$ cat config.mk
export PLATFORM = sky130hd
export DESIGN_NAME = gdfs_ctrl
export DESIGN_NICKNAME = d
export VERILOG_FILES = /design/src/rtl/core/gdfs_pkg.sv /design/src/rtl/core/gdfs_ctrl.sv
export SDC_FILE = /design/constraint.sdc
export NUM_CORES = 1
export LEC_CHECK = 0
export BUFFER_PORTS_ARGS = -buffer_cell sky130_fd_sc_hd__buf_2
export CAP_MARGIN = 10
export CORE_AREA = 2 2 39 41
export CTS_BUF_LIST = sky130_fd_sc_hd__clkbuf_4
export DETAILED_ROUTE_END_ITERATION = 6
export DIE_AREA = 0 0 41 43
export PLACE_DENSITY = 0.71
export SYNTH_ARGS = -nofsm -noshare
export SYNTH_HDL_FRONTEND = slang
export SYNTH_SLANG_ARGS = --single-unit
export TNS_END_PERCENT = 20
$ cat constraint.sdc
create_clock -name clk -period 1.44 [get_ports clk]
set_input_delay 0.072 -clock clk [delete_from_list [all_inputs] [get_ports clk]]
set_output_delay 0.072 -clock clk [all_outputs]
set_load 0.05 [all_outputs]
$ cat src/rtl/core/gdfs_pkg.sv
// ---------------------------------------------------------------------------
// gdfs_pkg
// Grid geometry, codes and controller/datapath interface types.
// ---------------------------------------------------------------------------
package gdfs_pkg;

  // COLS and ROWS are powers of two, so a cell index is {row, col}.
  localparam int ROWS   = 16;
  localparam int COLS   = 32;
  localparam int NCELLS = ROWS * COLS;

  localparam int ROW_W     = $clog2(ROWS);
  localparam int COL_W     = $clog2(COLS);
  localparam int CELL_W    = $clog2(NCELLS);
  localparam int CNT_W     = $clog2(NCELLS + 1);
  localparam int CFG_W     = CELL_W;
  localparam int CFG_IDX_W = 1;

  localparam logic [CELL_W-1:0] START_RESET = '0;
  localparam logic [CELL_W-1:0] GOAL_RESET  = CELL_W'(511);

  localparam logic [CFG_IDX_W-1:0] REG_START = 1'b0;
  localparam logic [CFG_IDX_W-1:0] REG_GOAL  = 1'b1;

  localparam logic [1:0] OP_WALL  = 2'd0;
  localparam logic [1:0] OP_BEGIN = 2'd1;
  localparam logic [1:0] OP_STEP  = 2'd2;

  localparam logic [1:0] ST_CELL  = 2'd0;
  localparam logic [1:0] ST_GOAL  = 2'd1;
  localparam logic [1:0] ST_EMPTY = 2'd2;

  localparam logic [1:0] NB_RIGHT = 2'd0;
  localparam logic [1:0] NB_LEFT  = 2'd1;
  localparam logic [1:0] NB_DOWN  = 2'd2;
  localparam logic [1:0] NB_UP    = 2'd3;

  typedef struct packed {
    logic       wall_we;
    logic       clr_step;
    logic       begin_set;
    logic       pop;
    logic       capture;
    logic       emit_empty;
    logic       nb_issue;
    logic [1:0] nb_sel;
    logic       nb_eval;
  } cmd_t;

  typedef struct packed {
    logic out_free;
    logic empty;
    logic goal;
    logic clr_last;
  } sts_t;

endpackage

$ cat src/rtl/core/gdfs_ctrl.sv
// ---------------------------------------------------------------------------
// gdfs_ctrl
// Sequencer for wall writes, search start and search steps.
// ---------------------------------------------------------------------------
module gdfs_ctrl (
  input  logic          clk,
  input  logic          rst,
  input  logic          in_valid,
  output logic          in_ready,
  input  logic [1:0]    operation,
  input  gdfs_pkg::sts_t sts,
  output gdfs_pkg::cmd_t cmd
);
  import gdfs_pkg::*;

  typedef enum logic [5:0] {
    S_IDLE  = 6'b000001,
    S_CLEAR = 6'b000010,
    S_SET   = 6'b000100,
    S_POP   = 6'b001000,
    S_POPW  = 6'b010000,
    S_NB    = 6'b100000
  } state_t;

  localparam logic [2:0] NB_LAST = 3'd4;

  state_t     state, state_next;
  logic [2:0] nb_cnt, nb_cnt_next;

  always_comb begin
    state_next  = state;
    nb_cnt_next = nb_cnt;
    cmd         = '0;
    in_ready    = (state == S_IDLE);
    case (state)
      S_IDLE: begin
        if (in_valid) begin
          case (operation)
            OP_WALL:  cmd.wall_we = 1'b1;
            OP_BEGIN: state_next = S_CLEAR;
            OP_STEP:  state_next = S_POP;
            default:  ;
          endcase
        end
      end
      S_CLEAR: begin
        cmd.clr_step = 1'b1;
        if (sts.clr_last) begin
          state_next = S_SET;
        end
      end
      S_SET: begin
        cmd.begin_set = 1'b1;
        state_next    = S_IDLE;
      end
      S_POP: begin
        if (sts.out_free) begin
          if (sts.empty) begin
            cmd.emit_empty = 1'b1;
            state_next     = S_IDLE;
          end else begin
            cmd.pop    = 1'b1;
            state_next = S_POPW;
          end
        end
      end
      S_POPW: begin
        cmd.capture = 1'b1;
        nb_cnt_next = '0;
        state_next  = sts.goal ? S_IDLE : S_NB;
      end
      S_NB: begin
        cmd.nb_sel   = nb_cnt[1:0];
        cmd.nb_issue = (nb_cnt != NB_LAST);
        cmd.nb_eval  = (nb_cnt != 3'd0);
        nb_cnt_next  = nb_cnt + 3'd1;
        if (nb_cnt == NB_LAST) begin
          state_next = S_IDLE;
        end
      end
      default: state_next = S_IDLE;
    endcase
  end

  always_ff @(posedge clk) begin
    if (rst) begin
      state  <= S_IDLE;
      nb_cnt <= '0;
    end else begin
      state  <= state_next;
      nb_cnt <= nb_cnt_next;
    end
  end

endmodule

==> impl_metrics.yaml, run 1 <==
outcome:
  status: "complete, but fails checks"
  failed_checks: "negative setup slack"
power_and_ir_drop:
  clock_power_share: 0.339
  power.net_switching_mw: 0.1770
  combPwrFrac: 0.247
  cellPowerDensity_mw_per_mm2: 685.5
  power_frac_seq: 0.414
  internal_portion_of_total_power_mw: 0.4542
  p_leak_nw: 0.4066
  sw_frac_of_total: 0.2804
  vdd.ir_drop.worst_mv: 0.5582
critical_path:
  path_max_fanout: 3
  arrival_ns: 1.62
  path_cells: "or4_4 > nor2_4 > nand2_2 > nor3_4 > buf_6"
  end_kind: "output pin"
  cp_slowest_stage_delay_ns: 0.57
  crit_buf_inv: 1
  worst_ep_required_time_ns: 1.37
  worst_path_dominant_cell_family: "simple AND/OR/NAND/NOR gates"
  setup.worst_path.start_class: "flip-flop"
  cp_slowest_cell: "or4_4"
  worst-setup-path-type: "flip-flop to output pin"
global_route:
  grt_antenna_before_repair: 0
  overflow: 0
  grt_first_pass_wirelength_mm: 2.449
  grt_start_max_net_pins: 8
  groute.usage.overall: 0.2048
  vias_in_the_first_global_route: 550
sta:
  timing.final.hold_violations: 0
  maxSlewViolCount: 0
  clock-skew-final_ns: 0.0002088
  period_needed_ns: 1.691
  rsz_0062_raised_after_global_routing: "true"
  number_of_endpoints_failing_setup_at_the_final_stage: 15
  max_slew.worst_pin.slew_ns: 0.2730
  max_freq_mhz: 591.2
  setup_ws_ns: -0.2515
  finalCritPeriodShare: 1.175
  timing.slew.headroom: 0.8176
clock_tree:
  clkTransAtPathRegs_ns: 0.06
  worst_skew_pair.late_latency_ns: 0.26
  numClockSinks: 9
  clock_path_buffers: 2
  cts_inserted_buffers: 3
  cts_root_buffer: "clkbuf_4"
  clock_tree_from_tritoncts: "done"
  h_tree_depth: 1
  cts_hold_repair.buffers: 0
synthesis:
  synth_cell_type_count: 29
  seq_area_frac_synth: 0.3265
  netlist_area_um2: 551.8
  synth_fp_nets: 80
  ys_dominant_reg_cell: "dfxtp_1"
  synth-edff-count: 0
  cell_types_occupying_the_most_area_after_synthesis: "dfxtp_1 33%, nand2_1 5.4%, nor2_1 4.8%"
  synth_top_area_share: 0.3265
  synthesis.yosys.warnings: 0
  synth_top_area_cell: "dfxtp_1"
  syn-instance-count: 69
  async_flop_share: 0
  yosys.cell_count.top_type: "dfxtp_1"
  synth_common_cells: "9 x dfxtp_1, 8 x nand2_1, 7 x nor2_1"
  synth.ff_latch_count: 9
  synthesis.area_per_instance_um2: 7.997
cells_and_area:
  n_antenna_cell: 0
  final_area_um2: 920.9
  area_delta_synth_final_pct: 66.89
  n_fill_cell: 121
  final_core_util: 0.6655
  drive_gt1_frac: 0.4951
  fin_nets: 115
floorplanning:
  design.core.area_mm2: 0.001384
  rows: 14
  die-area_mm2: 0.001763
  num_io_pins: 20
  die_w_um: 41
  starting_density_of_the_core: 0.3987
  die_h_um: 43
route:
  route.detailed.wl_per_inst_um: 11.82
  first_pass_iters: 4
  routed-via-count: 603
  average_via_count_per_standard_cell: 5.067
  drt_wl_total_mm: 1.407
  drt-initial-drc-count: 15
  ant_nets: 0
  post-route-drc-count: 0
placed_design:
  placedInstanceArea_um2: 788.3
  pre_cts_ws_ns: -0.1114
  portBuffers: 19
  gp_congestion: 0.8238
  detailedPlacementHpwl_mm: 1.092
run:
  max_cap_violations: 0
min_path:
  hold_path.class: "input port to flip-flop"
## cells by family after synthesis
| kind of cell | after synthesis | share of synthesized area |
|---|---|---|
| compound gates | 9 | 0.1043 |
| xor+xnor | 3 | 0.04763 |
| fa+ha+maj | 2 | 0.04534 |
| buf+inv | 4 | 0.02720 |
| flops | 9 | 0.3265 |
| simple gates | 42 | 0.4490 |
## worst register-to-register path, delay by kind of cell (launching register included)
kind	cells	cell delay (ns)
AND/OR/NAND/NOR	3	1.07
AO/OA/AOI/OAI	1	0.07
flip-flops	1	0.32
## what timing repair did
action / CTS / global route
buffers inserted: 0 / 1
pin swaps: 4 / 4
setup endpoints to repair: 16 / 16
resized for setup: 25 / 6
## power by group through the flow
stage	Clock, mW	Sequential [mW]	Combinational, mW
after global routing	0.235	0.262	0.168
after CTS	0.216	0.261	0.143
final	0.214	0.261	0.156
after floorplan	0	0.266	0.0778
after detailed placement	0	0.267	0.128
after global placement	0	0.267	0.125
## cell type report
cell class	instances	area, um2	area share
Tap cell	16	20.02	0.02174
Sequential cell	9	182.7	0.1984
Clock buffer	4	30.03	0.03261
Inverter	4	15.01	0.01630
Timing Repair Buffer	30	254.0	0.2758
Multi-Input combinational cell	56	419.2	0.4552
## stage by stage
step | power (mW) | setup TNS, ns | hold WS [ns] | std cells
CTS | 0.6200 | -2.106 | 0.04043 | 118
finish | 0.6313 | -2.118 | 0.03761 | 119
global route | 0.6648 | -3.099 | 0.04792 | 119
global placement | 0.3922 | -0.2737 | 0.3127 | 114
floorplan | 0.3437 | -1.784 | 0.1411 | 69
detailed placement | 0.3952 | -0.4143 | 0.3135 | 114
## flip-flops by register name, summed over array words and instances, names as in the netlist
signal and count:
state 6, nb_cnt 3
## worst paths after layout
kind / from / end / slack [ns] / cells after the start
max: state[2]$_SDFFE_PP0P_ / cmd[9] / -0.25 / 5
min: sts[2] / state[4]$_SDFFE_PP0P_ / 0.04 / 2
max reg2reg: state[2]$_SDFFE_PP0P_ / state[0]$_SDFFE_PP1P_ / -0.12 / 4
min reg2reg: nb_cnt[0]$_SDFFE_PP0P_ / nb_cnt[0]$_SDFFE_PP0P_ / 0.58 / 2
## cell usage in the layout, fill, tap and decap left out, types with 4 or more instances in the layout
cell / Yosys / final
nand2_1: 8 / 6
a21oi_1: 5 / 4
clkbuf_4: 0 / 4
inv_1: 4 / 4
dfxtp_1: 9 / 7
buf_4: 0 / 10
buf_2: 0 / 8
buf_6: 0 / 11
## per-layer routing
layer  wire [um]  up-vias  track usage
met3          58        2      0.03141
met4          14        0       0.1000
met5           0        -            0
li1            -      314            -
met1         629      270       0.2647
met2         705       17       0.3156
Note: power is estimated with default switching activity, not from simulation.
==> run 2, diff against run 1 <==
- CTS_BUF_LIST: sky130_fd_sc_hd__clkbuf_4 -> default
- MAX_ROUTING_LAYER: default -> met4
- PLACE_DENSITY: 0.71 -> 0.69
- clock period: 1.44 -> 2 ns (I/O delays scaled with it)
==> run 2 against run 1 <==
  * The run now ends clean
  * Sequential power is 28% lower
  * Critical endpoint unchanged
  * Cell count shrank 7.6%
  * Sequential share of layout area grew 4.9 points
  * Worst hold slack worse by 0.0027 ns
  * Register-to-register slack better by 0.49 ns
  * Sequential cell count did not move
  * Power shrank 34%
==> impl_metrics.yaml, run 2 (same netlist as run 1, synthesis figures left out) <==
placed_design:
  portBuffers: 19
  detailedPlacementHpwl_mm: 1.017
  gp_congestion: 0.8352
route:
  post-route-drc-count: 0
  first_pass_iters: 6
  drt-initial-drc-count: 20
  drt_wl_total_mm: 1.291
  ant_nets: 0
  route.detailed.wl_per_inst_um: 11.74
  average_via_count_per_standard_cell: 5.400
  routed-via-count: 594
clock_tree:
  worst_skew_pair.late_latency_ns: 0.26
  cts_root_buffer: "clkbuf_4"
  clock_tree_from_tritoncts: "done"
  h_tree_depth: 1
  numClockSinks: 9
  cts_hold_repair.buffers: 0
  clock_path_buffers: 2
  clkTransAtPathRegs_ns: 0.07
  cts_inserted_buffers: 3
sta:
  clock-skew-final_ns: 0.007635
  max_freq_mhz: 532.1
  rsz_0062_raised_after_global_routing: "false"
  max_slew.worst_pin.slew_ns: 0.2952
  maxSlewViolCount: 0
  timing.slew.headroom: 0.8004
  finalCritPeriodShare: 0.9397
  timing.final.hold_violations: 0
  period_needed_ns: 1.879
  finalSetupTns_ns: 0
  whs_ns: 0.03487
  number_of_endpoints_failing_setup_at_the_final_stage: 0
critical_path:
  arrival_ns: 1.78
  r2r_setup_slack_ns: 0.37
  setup.worst_path.start_class: "flip-flop"
  worst-setup-path-type: "flip-flop to output pin"
  worst_ep_required_time_ns: 1.90
  cp_slowest_stage_delay_ns: 0.59
  cp_slowest_cell: "or4_4"
  path_max_fanout: 6
  end_kind: "output pin"
  path_cells: "or4_4 > nor2_4 > nand2_1 > nor3_4 > buf_4"
global_route:
  grt_antenna_before_repair: 0
  vias_in_the_first_global_route: 518
  groute.usage.overall: 0.1796
  grt_start_max_net_pins: 8
  overflow: 0
  grt_first_pass_wirelength_mm: 2.083
cells_and_area:
  max_flop_register: "state"
  largestRegisters: "state: 6 flops, nb_cnt: 3 flops"
  layout_commonest_cell: "buf_2"
  drive_gt1_frac: 0.3085
  n_antenna_cell: 0
  n_fill_cell: 140
  most-common-layout-cells: "18 x buf_2, 9 x dfxtp_1, 8 x nand2_1"
  largest_register_ffs: 6
  fin_nets: 106
  area_delta_synth_final_pct: 31.75
floorplanning:
  die-area_mm2: 0.001763
  die_h_um: 43
  die_w_um: 41
  rows: 14
  design.core.area_mm2: 0.001384
  starting_density_of_the_core: 0.3987
  num_io_pins: 20
outcome:
  status: "complete, no violations"
power_and_ir_drop:
  p_leak_nw: 0.3444
  fin_total_pwr_mw: 0.4135
  vdd.ir_drop.worst_mv: 0.3296
  cellPowerDensity_mw_per_mm2: 568.9
run:
  max_cap_violations: 0
min_path:
  hold_path.class: "input port to flip-flop"
-- run 2: layout make-up --
type,count,area (um2),area share
clock buffer,4,26.28,0.03614
inverter,4,15.01,0.02065
multi-input combinational,56,372.9,0.5129
sequential,9,180.2,0.2478
tap,16,20.02,0.02754
timing repair buffer,21,112.6,0.1549
-- run 2: final timing paths --
| check | startpoint | to | depth (start not counted) |
|---|---|---|---|
| worst max-delay path | state[3]$_SDFFE_PP0P_ | cmd[9] | 5 |
| worst min-delay path | sts[2] | state[4]$_SDFFE_PP0P_ | 2 |
| worst max register to register | state[3]$_SDFFE_PP0P_ | state[0]$_SDFFE_PP1P_ | 4 |
| worst min register to register | nb_cnt[0]$_SDFFE_PP0P_ | nb_cnt[0]$_SDFFE_PP0P_ | 2 |
-- run 2: per-layer routing --
layer / wire, um / vias to the layer above / global-route usage
met1: 565 / 268 / 0.2143
met2: 625 / 26 / 0.2719
met4: 5 / 0 / 0.08000
li1: - / 298 / -
met3: 95 / 2 / 0.04712
met5: 0 / - / -
-- run 2: repair_timing --
item	in CTS	in global routing
resized for setup	0	2
endpoints found under the setup margin	0	1
buffers inserted	0	0
-- run 2: per-stage QoR --
step | setup WS (ns) | cells | cell area (um2) | utilization
2_1_floorplan | 0.08863 | 69 | 568.0 | -
4_1_cts | 0.04915 | 110 | 724.4 | 0.5235
6_report | 0.1206 | 110 | 726.9 | 0.5253
3_3_place_gp | 0.3774 | 106 | 698.2 | 0.5045
3_5_place_dp | 0.3380 | 106 | 698.2 | 0.5045
5_1_grt | 0.02460 | 110 | 726.9 | 0.5253
-- run 2: worst max-delay path: cells and delay by family (launching register included) --
| kind | cells | cell delay [ns] |
|---|---|---|
| buf+inv | 1 | 0.21 |
| simple gates | 4 | 0.96 |
| flops | 1 | 0.35 |
-- run 2: power breakdown --
part	internal, mW	switching [mW]	leakage [nW]	total (mW)
Combinational	0.0320	0.0501	0.257	0.0821
Clock	0.0769	0.0660	0.0150	0.143
Sequential	0.183	0.00515	0.0728	0.188
